[config.mk]
export PLATFORM = sky130hd
export DESIGN_NAME = aob_ram
export DESIGN_NICKNAME = d
export VERILOG_FILES = /design/src/design/additive_oscillator_bank_top_macros.svh /design/src/design/aob_pkg.sv /design/src/design/aob_ram.sv
export SDC_FILE = /design/constraint.sdc
export NUM_CORES = 2
export LEC_CHECK = 0
export BUFFER_PORTS_ARGS = -buffer_cell sky130_fd_sc_hd__buf_2
export CORE_UTILIZATION = 29
export DETAILED_ROUTE_END_ITERATION = 7
export SLEW_MARGIN = 10
export SYNTH_ARGS = -nofsm -noshare
export SYNTH_HDL_FRONTEND = slang
export SYNTH_SLANG_ARGS = --single-unit
[constraint.sdc]
create_clock -name clk_i -period 6.7 [get_ports clk_i]
set_input_delay 1.34 -clock clk_i [delete_from_list [all_inputs] [get_ports clk_i]]
set_output_delay 1.34 -clock clk_i [all_outputs]
set_load 0.05 [all_outputs]
[src/design/additive_oscillator_bank_top_macros.svh]
// ----------------------------------------------------------------------------
// Assertion macros for the additive oscillator bank
// Implication checks, same cycle and next cycle, with reset masking.
// ----------------------------------------------------------------------------
`ifndef ADDITIVE_OSCILLATOR_BANK_TOP_MACROS_SVH
`define ADDITIVE_OSCILLATOR_BANK_TOP_MACROS_SVH

// antecedent implies consequent in the same cycle
`define AOB_ASSERT_IMP(lbl, clk, rst_n, ante, cons, msg) \
  lbl: assert property (@(posedge clk) disable iff (!rst_n) (ante) |-> (cons)) \
    else $error(msg);

// antecedent implies consequent in the next cycle
`define AOB_ASSERT_NXT(lbl, clk, rst_n, ante, cons, msg) \
  lbl: assert property (@(posedge clk) disable iff (!rst_n) (ante) |=> (cons)) \
    else $error(msg);

`endif

[src/design/aob_pkg.sv]
// ----------------------------------------------------------------------------
// aob_pkg
// Shared types, codes, reset values and the sine generator function.
// ----------------------------------------------------------------------------
`default_nettype none

package aob_pkg;

  // default sizes
  localparam int unsigned NUM_BINS_DEF       = 128;
  localparam int unsigned PHASE_BITS_DEF     = 24;
  localparam int unsigned SINE_ADDR_BITS_DEF = 10;
  localparam int unsigned PROD_W             = 33;
  localparam int unsigned ACC_W_DEF          = PROD_W + 7;
  localparam int unsigned AMP_W              = 16;

  // configuration port
  localparam int unsigned CFG_W      = 32;
  localparam int unsigned CFG_ADDR_W = 2;
  localparam logic [CFG_ADDR_W-1:0] REG_BINS_IN_USE = 2'd0;
  localparam logic [CFG_ADDR_W-1:0] REG_BASE_STEP   = 2'd1;
  localparam logic [CFG_ADDR_W-1:0] REG_OUTPUT_GAIN = 2'd2;

  localparam logic [7:0]  BINS_IN_USE_RST = 8'd120;
  localparam logic [23:0] BASE_STEP_RST   = 24'd13981;
  localparam logic [31:0] OUTPUT_GAIN_RST = 32'd178957;

  // request opcodes
  localparam logic OP_LOAD = 1'b0;
  localparam logic OP_TICK = 1'b1;

  // sample limits
  localparam logic signed [15:0] SAMPLE_MAX = 16'sh7FFF;
  localparam logic signed [15:0] SAMPLE_MIN = 16'sh8000;

  // Q2.30 constants for the sine series
  localparam logic [63:0] HALF_PI_Q30 = 64'd1686629713;
  localparam logic [63:0] ONE_Q30     = 64'd1 << 30;

  typedef struct packed {
    logic             opcode;
    logic [6:0]       bin_index;
    logic [AMP_W-1:0] amplitude;
  } aob_in_t;

  typedef struct packed {
    logic signed [15:0] sample;
    logic               overrange;
  } aob_out_t;

  // sin((pi/2) * r / 2^qbits) in Q1.15, Horner form to x^11, rounded to nearest
  function automatic logic signed [15:0] quarter_sine(input int unsigned r,
                                                      input int unsigned qbits);
    logic [63:0] x;
    logic [63:0] x2;
    logic [63:0] t;
    logic [63:0] v;
    x  = (HALF_PI_Q30 * 64'(r)) >> qbits;
    x2 = (x * x) >> 30;
    t  = ONE_Q30;
    t  = ONE_Q30 - (((x2 * t) >> 30) / 64'd110);
    t  = ONE_Q30 - (((x2 * t) >> 30) / 64'd72);
    t  = ONE_Q30 - (((x2 * t) >> 30) / 64'd42);
    t  = ONE_Q30 - (((x2 * t) >> 30) / 64'd20);
    t  = ONE_Q30 - (((x2 * t) >> 30) / 64'd6);
    t  = (x * t) >> 30;
    v  = (t * 64'd32767 + (64'd1 << 29)) >> 30;
    return v[15:0];
  endfunction

endpackage

`default_nettype wire

[src/design/aob_ram.sv]
// ----------------------------------------------------------------------------
// aob_ram
// Generic single-write, single-read RAM with registered read data.
// ----------------------------------------------------------------------------
`default_nettype none

module aob_ram #(
  parameter int unsigned WIDTH = aob_pkg::AMP_W,
  parameter int unsigned DEPTH = aob_pkg::NUM_BINS_DEF
) (
  input  logic                     clk_i,
  input  logic                     we_i,
  input  logic [$clog2(DEPTH)-1:0] waddr_i,
  input  logic [WIDTH-1:0]         wdata_i,
  input  logic [$clog2(DEPTH)-1:0] raddr_i,
  output logic [WIDTH-1:0]         rdata_o
);

  logic [WIDTH-1:0] mem_q [DEPTH];
  logic [WIDTH-1:0] rdata_q;

  // write port and registered read port
  always_ff @(posedge clk_i) begin
    if (we_i) begin
      mem_q[waddr_i] <= wdata_i;
    end
    rdata_q <= mem_q[raddr_i];
  end

  assign rdata_o = rdata_q;

endmodule

`default_nettype wire

==> flow_summary.toml <==
[clock_network]
clock_sinks = 2064
cts_tree = "done"
holdBufCountCts = 0
clk_pin_slew_ns = 0.07
clockBufferDepth = 3
ctsResizeCount = 0
cts-buffers-inserted = 197
clk_latency_ns = 0.85
htree_levels = 4
root_buffer = "clkbuf_16"
cts_setup_buffers = 0

[die]
ios = 48
fp.dieH_um = 522
num_rows = 190
die_w_um = 522
die-area_um2 = 273000
start_util = 0.292
core_area_um2 = 269000

[setup_path]
crit_type = "primary input to flip-flop"
start_kind = "primary input"
critPathMaxStageDelay_ns = 0.62
crit_top_cell = "mux4_2"
critPathTopFamily = "multiplexers"
critPathBufInv = 3
crit_required_ns = 7.44
worstPathMaxFanout = 64
worstSetupEndpointType = "flip-flop"
critPathArrivalTime_ns = 4.70
critPathSlowestCell = "buf_8"
ff2ff_setup_slack_ns = 4.15
worstPathCellList = "buf_8, buf_4, buf_4, mux4_2, mux4_2, mux4_2, mux2_2"

[synth]
synthCells = 3086
yosysWarnings = 0
synth_area_leaders = "edfxtp_1 78%, mux4_2 19%, nor2_1 0.58%, dfxtp_1 0.41%, clkbuf_1 0.39%"
ys_ff_latch = 2064
synth_top_area_share = 0.783
yosysTopAreaCell = "edfxtp_1"
yosysSeqAreaShare = 0.787
syn_area_per_cell_um2 = 25.4
synth_area_um2 = 78500
synth_nets = 3118
yosysUniqueCellTypes = 17

[power_and_ir_drop]
peakVddDrop_v = 0.000267
p_per_area_nw_per_um2 = 292
leakage_nw = 27.4

[route]
viasPerCell = 4.96
antenna_left = 0
wl_per_cell_um = 27.9
drt_iter0_drc = 3899
drt-pass1-iter-count = 5
num_vias = 35200
route.detailed.drc = 0
wl_um = 198000

[place]
dp_hpwl_um = 116000
gp_congestion = 0.797
io_buffers = 47

[sta]
skew_ns = 0.0360
setup_viol = 0
finalSetupTns_ns = 0
max_slew_margin = 0.150
whs_ns = 0.979
fin_crit_ns = 3.96
finalCritPeriodShare = 0.591
hold_viol_final = 0
rsz0062_at_grt = "no"
drv_slew = 0
max_freq_mhz = 253
worst_pin_slew_ns = 1.27

[final_layout]
n_fill_cell = 24700
fin_nets = 3406
syn2layout_area_growth_pct = 15.8
drive_gt1_frac = 0.364

[outcome]
status = "completed"

[grt]
grt_pass1_wl_um = 280000
antenna_found_initial = 23
grt_pass1_vias = 35900
grt_max_degree = 96
grt_usage = 0.145
grt_overflow = 0

[run]
cap_violations = 0

[hold_path]
hold_path.class = "primary input to flip-flop"
[registers in the layout, indices dropped and copies added (netlist names)]
register  flops
rdata_o      16
mem_q      2048
[final cells by class]
class | count | area [µm²] | share of cell area
sequential | 2064 | 61800 | 0.680
multi-input combinational | 858 | 16200 | 0.179
clock buffer | 255 | 5240 | 0.0576
tap | 3552 | 4440 | 0.0489
timing repair buffer | 253 | 2100 | 0.0230
clock inverter | 105 | 1060 | 0.0116
antenna | 15 | 37.5 | 0.000413
[layer usage]
metal / wire [µm] / GRT usage / vias to the layer above
li1: - / - / 14100
met1: 80500 / 0.194 / 19600
met2: 99600 / 0.243 / 1299
met3: 13300 / 0.0235 / 237
met4: 4860 / 0.0410 / 0
met5: 0 / 0 / -
[worst paths after layout]
kind / from / endpoint / depth (start not counted)
setup / recovery: raddr_i[0] / rdata_o[10] / 7
hold / removal: wdata_i[10] / mem_q[114][10] / 1
setup reg to reg: mem_q[87][15] / rdata_o[15] / 4
hold reg to reg: mem_q[12][11] / rdata_o[11] / 4
[power by group]
part / switching, mW / internal, mW / total, mW
registers: 0.0559 / 14.3 / 14.3
clock network: 4.83 / 6.05 / 10.9
logic: 0.864 / 0.534 / 1.40
[through the flow]
stage	power (mW)	area, µm²	util	setup slack, ns	cells
global placement	16.0	84600	0.315	1.80	6727
detailed placement	16.0	84600	0.315	1.82	6727
global route	27.3	90900	0.338	2.67	7092
floorplan	15.3	78500	-	2.86	3086
finish	26.6	90900	0.338	2.74	7102
CTS	26.8	90900	0.338	2.74	7087
[layout by cell type (no fill, tap or decap), types with 19 or more instances in the layout]
cell,n
edfxtp_1,2048
mux4_2,672
buf_4,203
clkbuf_16,197
nor2_1,59
nor2_2,59
clkbuf_1,49
clkinv_1,38
clkinv_2,32
buf_2,27
buf_12,19
[cells in the mapped netlist, drive strengths merged]
library cell  instances
nand3                12
nor3                  9
mux2                 16
nand2                14
nor2                122
mux4                672
buf                  82
edfxtp             2048
dfxtp                16
nor2b                 7
nand4                 3
clkbuf               82
nand2b                2
or3                   1
[cell families (layout without fill, tap and decap cells)]
group | count (synthesis) | count (layout) | share of synthesized area
buffers and inverters | 164 | 613 | 0.00881
DFF | 2064 | 2064 | 0.787
muxes | 688 | 688 | 0.195
other | 0 | 15 | 0
and+or+nand+nor | 170 | 170 | 0.00888
[worst reg2reg max path: stages, from the launching register on]
cell	delay [ns]
edfxtp_1	0.37
mux4_2	0.47
mux4_2	0.61
mux4_2	0.67
mux2_2	0.33
Note: power is estimated with default switching activity, not from simulation.
