$ cat src/design/additive_oscillator_bank_top_macros.svh
// ----------------------------------------------------------------------------
// Assertion macros for the additive oscillator bank
// Implication checks, same cycle and next cycle, with reset masking.
// ----------------------------------------------------------------------------
`ifndef ADDITIVE_OSCILLATOR_BANK_TOP_MACROS_SVH
`define ADDITIVE_OSCILLATOR_BANK_TOP_MACROS_SVH

// antecedent implies consequent in the same cycle
`define AOB_ASSERT_IMP(lbl, clk, rst_n, ante, cons, msg) \
  lbl: assert property (@(posedge clk) disable iff (!rst_n) (ante) |-> (cons)) \
    else $error(msg);

// antecedent implies consequent in the next cycle
`define AOB_ASSERT_NXT(lbl, clk, rst_n, ante, cons, msg) \
  lbl: assert property (@(posedge clk) disable iff (!rst_n) (ante) |=> (cons)) \
    else $error(msg);

`endif

$ cat src/design/aob_pkg.sv
// ----------------------------------------------------------------------------
// aob_pkg
// Shared types, codes, reset values and the sine generator function.
// ----------------------------------------------------------------------------
`default_nettype none

package aob_pkg;

  // default sizes
  localparam int unsigned NUM_BINS_DEF       = 128;
  localparam int unsigned PHASE_BITS_DEF     = 24;
  localparam int unsigned SINE_ADDR_BITS_DEF = 10;
  localparam int unsigned PROD_W             = 33;
  localparam int unsigned ACC_W_DEF          = PROD_W + 7;
  localparam int unsigned AMP_W              = 16;

  // configuration port
  localparam int unsigned CFG_W      = 32;
  localparam int unsigned CFG_ADDR_W = 2;
  localparam logic [CFG_ADDR_W-1:0] REG_BINS_IN_USE = 2'd0;
  localparam logic [CFG_ADDR_W-1:0] REG_BASE_STEP   = 2'd1;
  localparam logic [CFG_ADDR_W-1:0] REG_OUTPUT_GAIN = 2'd2;

  localparam logic [7:0]  BINS_IN_USE_RST = 8'd120;
  localparam logic [23:0] BASE_STEP_RST   = 24'd13981;
  localparam logic [31:0] OUTPUT_GAIN_RST = 32'd178957;

  // request opcodes
  localparam logic OP_LOAD = 1'b0;
  localparam logic OP_TICK = 1'b1;

  // sample limits
  localparam logic signed [15:0] SAMPLE_MAX = 16'sh7FFF;
  localparam logic signed [15:0] SAMPLE_MIN = 16'sh8000;

  // Q2.30 constants for the sine series
  localparam logic [63:0] HALF_PI_Q30 = 64'd1686629713;
  localparam logic [63:0] ONE_Q30     = 64'd1 << 30;

  typedef struct packed {
    logic             opcode;
    logic [6:0]       bin_index;
    logic [AMP_W-1:0] amplitude;
  } aob_in_t;

  typedef struct packed {
    logic signed [15:0] sample;
    logic               overrange;
  } aob_out_t;

  // sin((pi/2) * r / 2^qbits) in Q1.15, Horner form to x^11, rounded to nearest
  function automatic logic signed [15:0] quarter_sine(input int unsigned r,
                                                      input int unsigned qbits);
    logic [63:0] x;
    logic [63:0] x2;
    logic [63:0] t;
    logic [63:0] v;
    x  = (HALF_PI_Q30 * 64'(r)) >> qbits;
    x2 = (x * x) >> 30;
    t  = ONE_Q30;
    t  = ONE_Q30 - (((x2 * t) >> 30) / 64'd110);
    t  = ONE_Q30 - (((x2 * t) >> 30) / 64'd72);
    t  = ONE_Q30 - (((x2 * t) >> 30) / 64'd42);
    t  = ONE_Q30 - (((x2 * t) >> 30) / 64'd20);
    t  = ONE_Q30 - (((x2 * t) >> 30) / 64'd6);
    t  = (x * t) >> 30;
    v  = (t * 64'd32767 + (64'd1 << 29)) >> 30;
    return v[15:0];
  endfunction

endpackage

`default_nettype wire

$ cat src/design/aob_scale.sv
// ----------------------------------------------------------------------------
// aob_scale
// Gain scaling of the bin sum, overrange detection and Q1.15 saturation.
// ----------------------------------------------------------------------------
`default_nettype none

module aob_scale #(
  parameter int unsigned ACC_W = aob_pkg::ACC_W_DEF
) (
  input  logic                    clk_i,
  input  logic                    rst_ni,
  input  logic                    start_i,
  input  logic signed [ACC_W-1:0] sum_i,
  input  logic [31:0]             gain_i,
  output logic                    done_o,
  output aob_pkg::aob_out_t       res_o
);

  import aob_pkg::*;

  localparam int unsigned AB_W = ACC_W + 16;
  localparam int unsigned PW   = ACC_W + 32;
  localparam logic [ACC_W-1:0] Q_ONE = ACC_W'(32768);
  localparam logic [ACC_W-1:0] Q_MAX = ACC_W'(32767);

  logic             v1_q, v2_q, done_q;
  logic             neg1_q, neg2_q;
  logic [ACC_W-1:0] sum_u;
  logic [ACC_W-1:0] mag_q;
  logic [AB_W-1:0]  a_q, b_q;
  logic [PW-1:0]    prod;
  logic [ACC_W-1:0] q;
  logic             sticky;
  aob_out_t         res_d, res_q;

  // stage valids
  always_ff @(posedge clk_i or negedge rst_ni) begin
    if (!rst_ni) begin
      v1_q   <= 1'b0;
      v2_q   <= 1'b0;
      done_q <= 1'b0;
    end else begin
      v1_q   <= start_i;
      v2_q   <= v1_q;
      done_q <= v2_q;
    end
  end

  assign sum_u = sum_i;

  // magnitude, then two 16-bit slices of the gain
  always_ff @(posedge clk_i) begin
    if (start_i) begin
      neg1_q <= sum_i[ACC_W-1];
      mag_q  <= sum_i[ACC_W-1] ? ACC_W'(~sum_u + 1'b1) : sum_u;
    end
    if (v1_q) begin
      neg2_q <= neg1_q;
      a_q    <= AB_W'(mag_q) * AB_W'(gain_i[31:16]);
      b_q    <= AB_W'(mag_q) * AB_W'(gain_i[15:0]);
    end
    if (v2_q) begin
      res_q <= res_d;
    end
  end

  // full product: integer part from bit 32 up, fraction below
  assign prod   = {a_q, 16'h0000} + PW'(b_q);
  assign q      = prod[PW-1:32];
  assign sticky = |prod[31:0];

  // overrange, saturation and sign
  always_comb begin
    res_d = '0;
    if (!neg2_q) begin
      if ((q > Q_ONE) || ((q == Q_ONE) && sticky)) begin
        res_d.overrange = 1'b1;
      end else if (q > Q_MAX) begin
        res_d.sample = SAMPLE_MAX;
      end else begin
        res_d.sample = q[15:0];
      end
    end else begin
      if (q >= Q_ONE) begin
        res_d.sample = SAMPLE_MIN;
      end else begin
        res_d.sample = 16'h0000 - q[15:0];
      end
    end
  end

  assign done_o = done_q;
  assign res_o  = res_q;

endmodule

`default_nettype wire

$ cat config.mk
export PLATFORM = sky130hd
export DESIGN_NAME = aob_scale
export DESIGN_NICKNAME = d
export VERILOG_FILES = /design/src/design/additive_oscillator_bank_top_macros.svh /design/src/design/aob_pkg.sv /design/src/design/aob_scale.sv
export SDC_FILE = /design/constraint.sdc
export NUM_CORES = 2
export LEC_CHECK = 0
export BUFFER_PORTS_ARGS = -buffer_cell sky130_fd_sc_hd__buf_2
export CORE_MARGIN = 1
export CORE_UTILIZATION = 41
export CTS_CLUSTER_DIAMETER = 30
export CTS_CLUSTER_SIZE = 16
export DETAILED_ROUTE_END_ITERATION = 10
export PLACE_DENSITY = 0.52
export SYNTH_ARGS = -nofsm -noshare
export SYNTH_HDL_FRONTEND = slang
export SYNTH_SLANG_ARGS = --single-unit
$ cat constraint.sdc
create_clock -name clk_i -period 21.1 [get_ports clk_i]
set_input_delay 1.055 -clock clk_i [delete_from_list [all_inputs] [get_ports clk_i]]
set_output_delay 1.055 -clock clk_i [all_outputs]
set_load 0.01 [all_outputs]
==> key figures <==
Outcome
  – Status: complete, no violations

Critical path
  – Max incr delay on CP: 750 ps
  – WP buf/inv: 6
  – Largest delay share family, worst path: adder cells
  – CP endpoint kind: flop
  – Crit path kind: in2reg
  – Slowest CP cell: buf_2
  – CP Max Fanout: 40
  – Crit path required time: 21400 ps
  – Arr. time, crit path: 8780 ps
  – CP most frequent cell: fa_1
  – Worst setup SP type: input pin

STA
  – Final Skew: 44.5 ps
  – Final count of negative-setup-slack endpoints: 0
  – Fin Setup TNS: 0 ps
  – Final min period: 8480 ps
  – Hold_ws: 308 ps
  – Max Freq: 0.118 GHz
  – Tightest Pin Transition: 1140 ps
  – Rel. slew slack: 24.1%
  – RSZ-0062 raised after global routing: no
  – Final Max Tran Viols: 0
  – Final hold violations: 0
  – Crit share post-route: 40.2%

Flow run
  – Max-cap violations: 0

Hold path
  – Hold Path Class: in2async

Drt
  – Vias per Instance: 5.26
  – Post-DR wirelength/cell: 20.3 microns
  – Router iterations before antenna repair: 6
  – DR iter-0 viols: 2708
  – Total wire length: 146 mm
  – Routed via count: 37.9k
  – Post-route ant nets: 0
  – DRC: 0

Global route
  – First-pass GRT wire length: 233 mm
  – Number of global-route vias before repair: 40.3k
  – Met3 Track Usage GR: 4.07%
  – Total gr overflow: 0
  – Met1 Use GR: 34.2%
  – Met2 Usage GRT: 38.9%
  – Initial antenna violation count: 12
  – GR peak layer: met2
  – Largest net degree at the start of global routing: 66
  – Total GRT Usage: 24.2%

Floorplanning
  – Die area: 124000 sq um
  – Die Wd: 352 microns
  – DIE HEIGHT: 352 microns
  – FP Rows: 128
  – Core Area: 122000 sq um
  – Initial Utilization: 41.3%
  – I/O Pins: 93

Logic synthesis
  – Yosys top cell by area: fa_1
  – Number of synthesized register bits: 174
  – Post-synth net total: 7129
  – Synth Flop Type: edfxtp_1
  – Most frequent cell after synthesis: inv_1
  – Synth area leaders: fa_1 42%, edfxtp_1 10%, inv_1 9.3%, nand2_1 7.6%, ha_1 7.4%
  – Number of synthesized flops with an enable pin: 171
  – Distinct cells, synth: 86
  – Seq/Total Area, Yosys: 10.4%
  – Avg Inst Size Synth: 8.82 sq um
  – Synthesized area: 50200 sq um
  – Post-synth ARST share: 1.72%
  – Top post-synthesis cells by count: 1242 x inv_1, 1061 x fa_1, 1018 x nand2_1, 432 x and2_1, 299 x ha_1
  – YS warnings: 0
  – Share of the synthesized area in the top cell type: 42.3%
  – Synthesized instance count: 5694

Clock network
  – Clock root cell: clkbuf_16
  – Post-CTS Setup Inserts: 0
  – CTS tree: yes
  – Htree depth: 4
  – Cts hold-fix bufs: 0
  – Clk slew on worst S/H paths: 90 ps
  – TritonCTS buffer count: 17
  – Clock tree sinks: 174
  – Quantity of gates resized following cts: 0
  – Max clock buf depth: 2
  – Clk Latency, worst-skew pair: 560 ps

Place
  – Port-buffer cells: 92
  – HPWL after detailed placement: 110 mm
  – Placer Congestion: 0.884
  – Cell total after placement: 7169
  – Cell area after placement: 52000 sq um

Final layout
  – Filler cells: 12.3k
  – Final nets: 6998
  – Final Instance Count excl. Fillers: 7202
  – Design Area, Final: 52600 sq um
  – Area grow syn2layout: 4.83%
  – Layout cell share with drive strength beyond 1: 3.98%
-- cell families after synthesis --
| kind of cell | synth area share (%) |
|---|---|
| simple gates | 17.7 |
| buf+inv | 11.6 |
| fa+ha+maj | 49.7 |
| compound gates | 7.60 |
| flops | 10.4 |
| xor+xnor | 2.88 |
| mux | 0.182 |
-- per-stage QoR --
stage,setup slack [ps],util [%]
after CTS,12650,43.3
after global routing,12190,43.3
after global placement,12110,42.7
final,12620,43.3
after detailed placement,12080,42.7
after floorplan,13620,-
-- path summary, 6_finish.rpt --
kind | start | endpoint | slack (ps) | depth (start not counted)
max reg2reg | mag_q[5] | a_q[55] | 13100 | 25
min | rst_ni | v1_q | 310 | 1
min in group clk_i | neg1_q | neg2_q | 690 | 0
max in group asynchronous | rst_ni | v1_q | 20670 | 1
min reg2reg | neg1_q | neg2_q | 690 | 0
max | gain_i[17] | a_q[55] | 12620 | 25
-- registers in the layout, indices dropped and copies added (netlist names) --
name    cells
a_q        56
b_q        56
mag_q      40
res_o      17
done_o      1
neg1_q      1
neg2_q      1
v1_q        1
v2_q        1
-- cell usage in the layout (no fill, tap or decap), drive strengths merged, types with 18 or more instances in the layout --
| master | Yosys | layout |
|---|---|---|
| xor2 | 50 | 50 |
| fa | 1061 | 1061 |
| o31ai | 19 | 19 |
| ha | 299 | 299 |
| a31oi | 24 | 24 |
| and3 | 28 | 28 |
| o21ai | 93 | 93 |
| inv | 1242 | 1249 |
| or3 | 18 | 18 |
| a21o | 58 | 58 |
| buf | 12 | 150 |
| a21oi | 160 | 160 |
| nand3 | 64 | 64 |
| nor3 | 61 | 61 |
| o211ai | 20 | 20 |
| nand4 | 38 | 38 |
| a211oi | 23 | 23 |
| xnor2 | 115 | 115 |
| nand2 | 1018 | 1018 |
| o21bai | 20 | 20 |
| and2 | 432 | 432 |
| o21a | 27 | 27 |
| edfxtp | 171 | 171 |
| nand2b | 20 | 20 |
| nor2 | 118 | 118 |
-- cell type report --
class	instances	area [sq um]	area share (%)
Antenna cell	1	2.50	0.00475
Clock buffer	17	425	0.808
Clock inverter	15	210	0.399
Inverter	1242	4660	8.86
Multi-Input combinational cell	3978	39200	74.5
Sequential cell	174	5210	9.90
Tap cell	1625	2030	3.86
Timing Repair Buffer	150	896	1.70
-- worst register-to-register path, cell delays in order (launching register included) --
cell       delay, ps
edfxtp_1         760
buf_4            440
nand2_1          130
fa_1             510
inv_1             50
fa_1             490
inv_1             50
fa_1             520
inv_1             50
fa_1             450
fa_1             490
inv_1             50
fa_1             520
inv_1             60
ha_1             340
a21oi_1          220
o22ai_1          110
a31oi_1          180
o31ai_1          130
a21oi_1          530
o22ai_1          240
o41a_1           440
a2111oi_0        620
o31ai_1          150
a21oi_1          190
xnor2_1           70
-- routing by layer --
layer,part of all wire (%),up-vias,wire length [microns]
met5,0.030,-,44
met4,1.8,8,2600
met3,6.7,169,9720
met2,46,1084,66800
met1,46,19600,66700
li1,-,17000,-
Power is not shown: default switching activity piles up to over one toggle a cycle in this logic, so the estimate is an artifact.
